`src/rtl/core/tpet_pkg.sv`:
```
// ----------------------------------------------------------------------------
// tpet_pkg
// Types and constants of the touch point event tracker.
// ----------------------------------------------------------------------------
`default_nettype none

package tpet_pkg;

   // Coordinate, raw, byte, nibble and register index widths
   localparam int COORD_W = 13;
   localparam int RAW_W   = 12;
   localparam int BYTE_W  = 8;
   localparam int NIB_W   = 4;
   localparam int CSR_IDX_W = 3;

   // Register reset values
   localparam logic [COORD_W-1:0] DISPLAY_WIDTH_RST  = 13'd320;
   localparam logic [COORD_W-1:0] DISPLAY_HEIGHT_RST = 13'd240;

   // Register indexes
   localparam logic [CSR_IDX_W-1:0] REG_SWAP_AXES         = 3'd0;
   localparam logic [CSR_IDX_W-1:0] REG_MIRROR_HORIZONTAL = 3'd1;
   localparam logic [CSR_IDX_W-1:0] REG_MIRROR_VERTICAL   = 3'd2;
   localparam logic [CSR_IDX_W-1:0] REG_DISPLAY_WIDTH     = 3'd3;
   localparam logic [CSR_IDX_W-1:0] REG_DISPLAY_HEIGHT    = 3'd4;

   // Event kinds
   typedef enum logic [1:0] {
      ACT_PRESS   = 2'd0,
      ACT_CHANGE  = 2'd1,
      ACT_RELEASE = 2'd2
   } action_type;

   // Orientation settings
   typedef struct packed {
      logic               swap_axes;
      logic               mirror_horizontal;
      logic               mirror_vertical;
      logic [COORD_W-1:0] display_width;
      logic [COORD_W-1:0] display_height;
   } orient_cfg_type;

   // One poll as held in the input register
   typedef struct packed {
      logic              device_attached;
      logic              read_ok;
      logic [BYTE_W-1:0] status_byte;
      logic [BYTE_W-1:0] x_high_byte;
      logic [BYTE_W-1:0] x_low_byte;
      logic [BYTE_W-1:0] y_high_byte;
      logic [BYTE_W-1:0] y_low_byte;
   } poll_type;

endpackage

`default_nettype wire

```
`src/rtl/core/tpet_channels.sv`:
```
// ----------------------------------------------------------------------------
// tpet_channels
// Valid/ready channels of the tracker: poll requests, events and registers.
// ----------------------------------------------------------------------------
`default_nettype none

interface tpet_req_if import tpet_pkg::*; ();
   logic              valid;
   logic              ready;
   logic              device_attached;
   logic              read_ok;
   logic [BYTE_W-1:0] status_byte;
   logic [BYTE_W-1:0] x_high_byte;
   logic [BYTE_W-1:0] x_low_byte;
   logic [BYTE_W-1:0] y_high_byte;
   logic [BYTE_W-1:0] y_low_byte;

   modport source (output valid, device_attached, read_ok, status_byte,
                   x_high_byte, x_low_byte, y_high_byte, y_low_byte,
                   input ready);
   modport sink   (input valid, device_attached, read_ok, status_byte,
                   x_high_byte, x_low_byte, y_high_byte, y_low_byte,
                   output ready);
endinterface

interface tpet_rsp_if import tpet_pkg::*; ();
   logic                      valid;
   logic                      ready;
   action_type                action;
   logic signed [COORD_W-1:0] pos_x;
   logic signed [COORD_W-1:0] pos_y;

   modport source (output valid, action, pos_x, pos_y, input ready);
   modport sink   (input valid, action, pos_x, pos_y, output ready);
endinterface

interface tpet_csr_if import tpet_pkg::*; ();
   logic                 valid;
   logic                 ready;
   logic [CSR_IDX_W-1:0] index;
   logic [COORD_W-1:0]   data;

   modport source (output valid, index, data, input ready);
   modport sink   (input valid, index, data, output ready);
endinterface

`default_nettype wire

```
`src/rtl/core/tpet_orient.sv`:
```
// ----------------------------------------------------------------------------
// tpet_orient
// Decode the 12-bit point, then swap and mirror it against the display size.
// ----------------------------------------------------------------------------
`default_nettype none

module tpet_orient import tpet_pkg::*; (
   input  wire orient_cfg_type     cfg,
   input  wire logic [BYTE_W-1:0]  x_high_byte,
   input  wire logic [BYTE_W-1:0]  x_low_byte,
   input  wire logic [BYTE_W-1:0]  y_high_byte,
   input  wire logic [BYTE_W-1:0]  y_low_byte,
   output logic      [COORD_W-1:0] pos_x,
   output logic      [COORD_W-1:0] pos_y
);

   logic [COORD_W-1:0] raw_x;
   logic [COORD_W-1:0] raw_y;
   logic [COORD_W-1:0] swp_x;
   logic [COORD_W-1:0] swp_y;

   // Drop the high nibbles of the high point bytes
   assign raw_x = {1'b0, x_high_byte[NIB_W-1:0], x_low_byte};
   assign raw_y = {1'b0, y_high_byte[NIB_W-1:0], y_low_byte};

   // Exchange the axes first
   assign swp_x = cfg.swap_axes ? raw_y : raw_x;
   assign swp_y = cfg.swap_axes ? raw_x : raw_y;

   // Mirror modulo 2^13, no clamping
   assign pos_x = cfg.mirror_horizontal ?
                  cfg.display_width - COORD_W'(1) - swp_x : swp_x;
   assign pos_y = cfg.mirror_vertical ?
                  cfg.display_height - COORD_W'(1) - swp_y : swp_y;

endmodule

`default_nettype wire

```
`src/rtl/core/touch_point_event_tracker.sv`:
```
// ----------------------------------------------------------------------------
// touch_point_event_tracker
// Path: an accepted request loads the input register, then the result register holds the event.
// Throughput: one request per cycle while events are taken; the result register frees when empty or taken.
// Reset: synchronous; clears pipeline valids, touch state, registers to defaults.
// ----------------------------------------------------------------------------
`default_nettype none

module touch_point_event_tracker import tpet_pkg::*; (
   input wire logic clock,
   input wire logic reset,
   tpet_req_if.sink   req,
   tpet_rsp_if.source rsp,
   tpet_csr_if.sink   csr
);

   orient_cfg_type            cfg_ff;
   orient_cfg_type            cfg_in;

   logic                      s1_valid_ff;
   logic                      s1_valid_in;
   poll_type                  s1_poll_ff;
   poll_type                  s1_poll_in;

   logic                      was_pressed_ff;
   logic                      was_pressed_in;
   logic [COORD_W-1:0]        last_x_ff;
   logic [COORD_W-1:0]        last_x_in;
   logic [COORD_W-1:0]        last_y_ff;
   logic [COORD_W-1:0]        last_y_in;

   logic                      rsp_valid_ff;
   logic                      rsp_valid_in;
   action_type                rsp_action_ff;
   action_type                rsp_action_in;
   logic signed [COORD_W-1:0] rsp_x_ff;
   logic signed [COORD_W-1:0] rsp_x_in;
   logic signed [COORD_W-1:0] rsp_y_ff;
   logic signed [COORD_W-1:0] rsp_y_in;

   logic                      advance;
   logic                      take;
   logic                      pressed;
   logic                      emit;
   action_type                act;
   logic [COORD_W-1:0]        ori_x;
   logic [COORD_W-1:0]        ori_y;

   // Handshake: the result slot frees when empty or taken
   assign advance   = !rsp_valid_ff || rsp.ready;
   assign take      = s1_valid_ff && advance;
   assign req.ready = !s1_valid_ff || advance;
   assign csr.ready = 1'b1;

   // Register writes
   always_comb begin
      cfg_in = cfg_ff;
      if (csr.valid) begin
         case (csr.index)
            REG_SWAP_AXES:         cfg_in.swap_axes         = csr.data[0];
            REG_MIRROR_HORIZONTAL: cfg_in.mirror_horizontal = csr.data[0];
            REG_MIRROR_VERTICAL:   cfg_in.mirror_vertical   = csr.data[0];
            REG_DISPLAY_WIDTH:     cfg_in.display_width     = csr.data;
            REG_DISPLAY_HEIGHT:    cfg_in.display_height    = csr.data;
            default:               cfg_in = cfg_ff;
         endcase
      end
   end

   // Input register: load on accept, drain when taken
   always_comb begin
      s1_poll_in  = s1_poll_ff;
      s1_valid_in = s1_valid_ff && !take;
      if (req.valid && req.ready) begin
         s1_valid_in = 1'b1;
         s1_poll_in  = '{device_attached: req.device_attached,
                         read_ok:         req.read_ok,
                         status_byte:     req.status_byte,
                         x_high_byte:     req.x_high_byte,
                         x_low_byte:      req.x_low_byte,
                         y_high_byte:     req.y_high_byte,
                         y_low_byte:      req.y_low_byte};
      end
   end

   tpet_orient u_orient (
      .cfg         (cfg_ff),
      .x_high_byte (s1_poll_ff.x_high_byte),
      .x_low_byte  (s1_poll_ff.x_low_byte),
      .y_high_byte (s1_poll_ff.y_high_byte),
      .y_low_byte  (s1_poll_ff.y_low_byte),
      .pos_x       (ori_x),
      .pos_y       (ori_y)
   );

   // Classify the poll against the kept touch state
   assign pressed = s1_poll_ff.read_ok && (s1_poll_ff.status_byte[NIB_W-1:0] != '0);

   always_comb begin
      emit = 1'b0;
      act  = ACT_PRESS;
      if (s1_poll_ff.device_attached) begin
         if (pressed && !was_pressed_ff) begin
            emit = 1'b1;
            act  = ACT_PRESS;
         end else if (pressed && ((ori_x != last_x_ff) || (ori_y != last_y_ff))) begin
            emit = 1'b1;
            act  = ACT_CHANGE;
         end else if (!pressed && was_pressed_ff) begin
            emit = 1'b1;
            act  = ACT_RELEASE;
         end
      end
   end

   // Advance touch state and the result register
   always_comb begin
      was_pressed_in = was_pressed_ff;
      last_x_in      = last_x_ff;
      last_y_in      = last_y_ff;
      rsp_valid_in   = rsp_valid_ff && !rsp.ready;
      rsp_action_in  = rsp_action_ff;
      rsp_x_in       = rsp_x_ff;
      rsp_y_in       = rsp_y_ff;
      if (take && s1_poll_ff.device_attached) begin
         was_pressed_in = pressed;
         if (pressed) begin
            last_x_in = ori_x;
            last_y_in = ori_y;
         end
      end
      if (take && emit) begin
         rsp_valid_in  = 1'b1;
         rsp_action_in = act;
         rsp_x_in      = (act == ACT_RELEASE) ? signed'(last_x_ff) : signed'(ori_x);
         rsp_y_in      = (act == ACT_RELEASE) ? signed'(last_y_ff) : signed'(ori_y);
      end
   end

   always_ff @(posedge clock) begin
      if (reset) begin
         cfg_ff         <= '{swap_axes:         1'b0,
                             mirror_horizontal: 1'b0,
                             mirror_vertical:   1'b0,
                             display_width:     DISPLAY_WIDTH_RST,
                             display_height:    DISPLAY_HEIGHT_RST};
         s1_valid_ff    <= 1'b0;
         was_pressed_ff <= 1'b0;
         last_x_ff      <= '0;
         last_y_ff      <= '0;
         rsp_valid_ff   <= 1'b0;
      end else begin
         cfg_ff         <= cfg_in;
         s1_valid_ff    <= s1_valid_in;
         was_pressed_ff <= was_pressed_in;
         last_x_ff      <= last_x_in;
         last_y_ff      <= last_y_in;
         rsp_valid_ff   <= rsp_valid_in;
      end
      s1_poll_ff    <= s1_poll_in;
      rsp_action_ff <= rsp_action_in;
      rsp_x_ff      <= rsp_x_in;
      rsp_y_ff      <= rsp_y_in;
   end

   assign rsp.valid  = rsp_valid_ff;
   assign rsp.action = rsp_action_ff;
   assign rsp.pos_x  = rsp_x_ff;
   assign rsp.pos_y  = rsp_y_ff;

endmodule

`default_nettype wire

```
`src/flat_wrapper.sv`:
```
// flat-port wrapper written by rule: the top's interface ports become plain ports
module touch_point_event_tracker_flat import tpet_pkg::*;
  (clock, reset, req_valid, req_device_attached, req_read_ok, req_status_byte, req_x_high_byte, req_x_low_byte, req_y_high_byte, req_y_low_byte, req_ready, rsp_valid, rsp_action, rsp_pos_x, rsp_pos_y, rsp_ready, csr_valid, csr_index, csr_data, csr_ready);
  tpet_req_if req_i ();
  tpet_rsp_if rsp_i ();
  tpet_csr_if csr_i ();
  input wire logic clock;
  input wire logic reset;
  input wire logic [$bits(req_i.valid)-1:0] req_valid;
  input wire logic [$bits(req_i.device_attached)-1:0] req_device_attached;
  input wire logic [$bits(req_i.read_ok)-1:0] req_read_ok;
  input wire logic [$bits(req_i.status_byte)-1:0] req_status_byte;
  input wire logic [$bits(req_i.x_high_byte)-1:0] req_x_high_byte;
  input wire logic [$bits(req_i.x_low_byte)-1:0] req_x_low_byte;
  input wire logic [$bits(req_i.y_high_byte)-1:0] req_y_high_byte;
  input wire logic [$bits(req_i.y_low_byte)-1:0] req_y_low_byte;
  output wire logic [$bits(req_i.ready)-1:0] req_ready;
  output wire logic [$bits(rsp_i.valid)-1:0] rsp_valid;
  output wire logic [$bits(rsp_i.action)-1:0] rsp_action;
  output wire logic [$bits(rsp_i.pos_x)-1:0] rsp_pos_x;
  output wire logic [$bits(rsp_i.pos_y)-1:0] rsp_pos_y;
  input wire logic [$bits(rsp_i.ready)-1:0] rsp_ready;
  input wire logic [$bits(csr_i.valid)-1:0] csr_valid;
  input wire logic [$bits(csr_i.index)-1:0] csr_index;
  input wire logic [$bits(csr_i.data)-1:0] csr_data;
  output wire logic [$bits(csr_i.ready)-1:0] csr_ready;
  assign req_i.valid = req_valid;
  assign req_i.device_attached = req_device_attached;
  assign req_i.read_ok = req_read_ok;
  assign req_i.status_byte = req_status_byte;
  assign req_i.x_high_byte = req_x_high_byte;
  assign req_i.x_low_byte = req_x_low_byte;
  assign req_i.y_high_byte = req_y_high_byte;
  assign req_i.y_low_byte = req_y_low_byte;
  assign req_ready = req_i.ready;
  assign rsp_valid = rsp_i.valid;
  assign rsp_action = rsp_i.action;
  assign rsp_pos_x = rsp_i.pos_x;
  assign rsp_pos_y = rsp_i.pos_y;
  assign rsp_i.ready = rsp_ready;
  assign csr_i.valid = csr_valid;
  assign csr_i.index = csr_index;
  assign csr_i.data = csr_data;
  assign csr_ready = csr_i.ready;
  touch_point_event_tracker u_core (.clock(clock), .reset(reset), .req(req_i), .rsp(rsp_i), .csr(csr_i));
endmodule
```
`config.mk`:
```
export PLATFORM = sky130hd
export DESIGN_NAME = touch_point_event_tracker_flat
export DESIGN_NICKNAME = d
export VERILOG_FILES = /design/src/rtl/core/tpet_pkg.sv /design/src/rtl/core/tpet_channels.sv /design/src/rtl/core/tpet_orient.sv /design/src/rtl/core/touch_point_event_tracker.sv /design/src/flat_wrapper.sv
export SDC_FILE = /design/constraint.sdc
export NUM_CORES = 1
export LEC_CHECK = 0
export BUFFER_PORTS_ARGS = -buffer_cell sky130_fd_sc_hd__buf_2
export CORE_ASPECT_RATIO = 1.1
export CORE_MARGIN = 5
export CORE_UTILIZATION = 47
export CTS_CLUSTER_DIAMETER = 100
export DETAILED_ROUTE_END_ITERATION = 7
export PLACE_DENSITY_LB_ADDON = 0.25
export SYNTH_ARGS = -nofsm -noshare
export SYNTH_HDL_FRONTEND = slang
export SYNTH_HIERARCHICAL = 1
export SYNTH_SLANG_ARGS = --single-unit
```
`constraint.sdc`:
```
create_clock -name clock -period 5.3 [get_ports clock]
set_clock_uncertainty 0.1 [all_clocks]
set_input_delay 0.795 -clock clock [delete_from_list [all_inputs] [get_ports clock]]
set_output_delay 0.795 -clock clock [all_outputs]
set_load 0.1 [all_outputs]
```
==> impl_table.tex <==
\begin{tabular}{lr}
\hline
Metric & Value \\
\hline
\multicolumn{2}{l}{\textbf{Hold path}} \\
Type of the tightest min-delay check & reg -> reg \\
\multicolumn{2}{l}{\textbf{Detailed routing}} \\
Post-route antenna net violation count & 0 \\
Sum of routed wire length over all layers & 15140 um \\
Pre-Repair DR Iteration Count & 5 \\
Drt via density & 5.399 \\
Remaining routing DRC violations & 0 \\
DRC violation total after the first TritonRoute iteration & 329 \\
Wire per inst & about 17 um \\
Via total after detailed routing & 4924 \\
\multicolumn{2}{l}{\textbf{Timing}} \\
Setup total negative slack & 0 ns \\
Final clock period utilization by the worst path & 0.8881 \\
Slew Viols, Final & 0 \\
Upper clock frequency limit & 212.5 MHz \\
Slew HR & 0.2920 \\
Unrepaired setup endpoints after global routing & false \\
Final setup violation count & 0 \\
Period minus WS final & 4.707 ns \\
Slew at the pin closest to its max-slew limit & 1.061 ns \\
Final count of hold timing violations & 0 \\
\multicolumn{2}{l}{\textbf{Worst setup path}} \\
Required time of the critical path & 5.34 ns \\
Delay-heaviest family, CP & simple AND/OR/NAND/NOR gates \\
Crit path arrival time & 4.75 ns \\
Ordered cell list for the critical path & buf\_4, mux2\_2, fa\_1, nor2b\_1, o211ai\_1, a21oi\_1, nor2\_1, o311a\_1, xnor2\_1, nand4\_1, nor4\_1, a31oi\_2, buf\_4 \\
Critical-path maximum fanout & 28 \\
Largest stage delay on the critical path & 0.63 ns \\
Startpoint type of the worst setup path & register \\
Slowest CP cell & sky130\_fd\_sc\_hd\_\_nor4\_1 \\
Worst path buffer plus inverter count & 2 \\
Capturing element type of the critical path & register \\
Most repeated library cell on the critical path & sky130\_fd\_sc\_hd\_\_buf\_4 \\
Type of the worst setup path & reg -> reg \\
\multicolumn{2}{l}{\textbf{CTS}} \\
Clk pin slew, worst setup/hold paths & 0.05 ns \\
Largest buffer count on any clock path & 2 \\
Clk Tree Root Cell & sky130\_fd\_sc\_hd\_\_clkbuf\_16 \\
TritonCTS clock tree & built \\
Clock sink count & between 100 and 150 \\
CTS Hold Bufs & 0 \\
Post-CTS Resized & 0 \\
Skew-Pair Late Insertion Delay & between 0.4 and 0.5 ns \\
CTS Buf Count & 17 \\
H-tree levels & 4 \\
Post-CTS Repair Setup Buffers & 0 \\
\multicolumn{2}{l}{\textbf{Run status}} \\
Result of the run & completed \\
\multicolumn{2}{l}{\textbf{Finish}} \\
Share of post-route cells with drive strength above 1 & 0.2129 \\
Number of nets in the final layout & 806 \\
Fill cell count & 1191 \\
Antenna diode count & 0 \\
Final standard cell area without fillers & 0.007500 mm\^{}2 \\
Layout Cells excl Fill & about 910 \\
Area growth syn-to-layout & 17.05\% \\
\multicolumn{2}{l}{\textbf{Flow run}} \\
\# Max-Cap Violations & 0 \\
\multicolumn{2}{l}{\textbf{GRT}} \\
Antenna violations before repair & 0 \\
Wire length of the first global-routing pass & approximately 24000 um \\
Via count of the first global-routing pass & 4842 \\
Overall global routing resource usage & 0.1946 \\
Largest net degree at the start of global routing & 59 \\
Overflow left after global routing & 0 \\
\multicolumn{2}{l}{\textbf{Power}} \\
Leak pwr & 2.810 nW \\
Worst vdd rail ir drop & between 0.2 and 0.25 mV \\
Pwr dens & 315.7 mW/mm\^{}2 \\
\multicolumn{2}{l}{\textbf{Synth}} \\
Cell count after synthesis & about 640 \\
Net count of the mapped netlist & around 730 \\
Average size of a mapped cell & roughly 10 um\^{}2 \\
Combined area of all synthesized cells & 0.006407 mm\^{}2 \\
Count of yosys warnings during synthesis & 6 \\
\multicolumn{2}{l}{\textbf{Place}} \\
Placed cells & 880 \\
Port bufs & 80 \\
Post-placement cell area & 0.006928 mm\^{}2 \\
Half-perimeter wire length after detailed placement & approximately 11000 um \\
Final weighted congestion in routability-driven placement & 0.9074 \\
\multicolumn{2}{l}{\textbf{Floorplanning}} \\
Die Height & 132.5 um \\
Die X-Extent & 121.3 um \\
Ports & 94 \\
Core Rows & 44 \\
Die Outline Area & 0.01607 mm\^{}2 \\
Starting density of the core & 0.4829 \\
Area inside the core boundary & roughly 0.013 mm\^{}2 \\
\hline
\end{tabular}
==> power by group <==
part           switching [mW]  total [mW]  internal, mW
registers              0.0172       0.993         0.976
clock network           0.367        1.09         0.718
logic                   0.181       0.289         0.108
==> per-layer routing <==
layer | part of all wire | GRT usage | wire (um)
met3 | 0.059 | 0.04740 | 895
met2 | 0.47 | 0.3057 | 7111
met4 | 0.029 | 0.09402 | 437
met5 | 0 | 0 | 0
met1 | 0.44 | 0.2510 | 6699
==> metrics by stage <==
step                hold WS [ns]  setup slack [ns]  power [mW]  utilization
global placement          0.3522            0.7299       1.290       0.5222
detailed placement        0.3566            0.6292       1.297       0.5222
floorplan                 0.3406            0.2034       1.220            -
CTS                       0.3641            0.5832       2.390       0.5653
finish                    0.3622            0.5932       2.367       0.5653
global route              0.3795            0.3097       2.456       0.5653
==> area by class of cell <==
class,instances,area [um^2],area share
Sequential cell,116,2903,0.3871
Tap cell,184,230.2,0.03070
Clock inverter,4,43.79,0.005839
Clock buffer,28,528.0,0.07040
Multi-Input combinational cell,486,3323,0.4431
Inverter,9,33.78,0.004505
Timing Repair Buffer,85,437.9,0.05839
==> registers in the layout, indices dropped and copies added, names as in the netlist <==
signal,count
u_core/cfg_ff,29
u_core/was_pressed_ff,1
u_core/rsp.pos_y,13
u_core/last_x_ff,13
u_core/rsp.action,2
u_core/s1_valid_ff,1
u_core/s1_poll_ff,30
u_core/last_y_ff,13
u_core/rsp.pos_x,13
u_core/rsp.valid,1
==> path summary, 6_finish.rpt <==
path                           from                  end  slack [ns]  depth (start not counted)
setup / recovery  u_core/cfg_ff[28]  u_core/rsp.pos_y[9]        0.59                         13
hold / removal    u_core/cfg_ff[23]    u_core/cfg_ff[23]        0.36                          2
setup reg to reg  u_core/cfg_ff[28]  u_core/rsp.pos_y[9]        0.59                         13
hold reg to reg   u_core/cfg_ff[23]    u_core/cfg_ff[23]        0.36                          2
==> worst min-delay path: cells and delay by family (launching register included) <==
kind             cells  cell delay, ns
flip-flops           1            0.31
AO/OA/AOI/OAI        1            0.05
AND/OR/NAND/NOR      1            0.05
==> placed cells by master (no fill, tap or decap), drive strengths merged, types with 7 or more instances in the layout <==
| master | n |
|---|---|
| a21o | 7 |
| nand2 | 130 |
| dfxtp | 58 |
| inv | 9 |
| o21ai | 11 |
| clkbuf | 28 |
| nand4 | 10 |
| edfxtp | 58 |
| nor4 | 7 |
| xnor2 | 32 |
| buf | 85 |
| mux2i | 30 |
| nand2b | 7 |
| nand3 | 8 |
| mux2 | 28 |
| ha | 26 |
| nand3b | 7 |
| nor2 | 26 |
| a21oi | 77 |
| nor3 | 10 |
No activity file was read; power rests on OpenSTA's default activity.
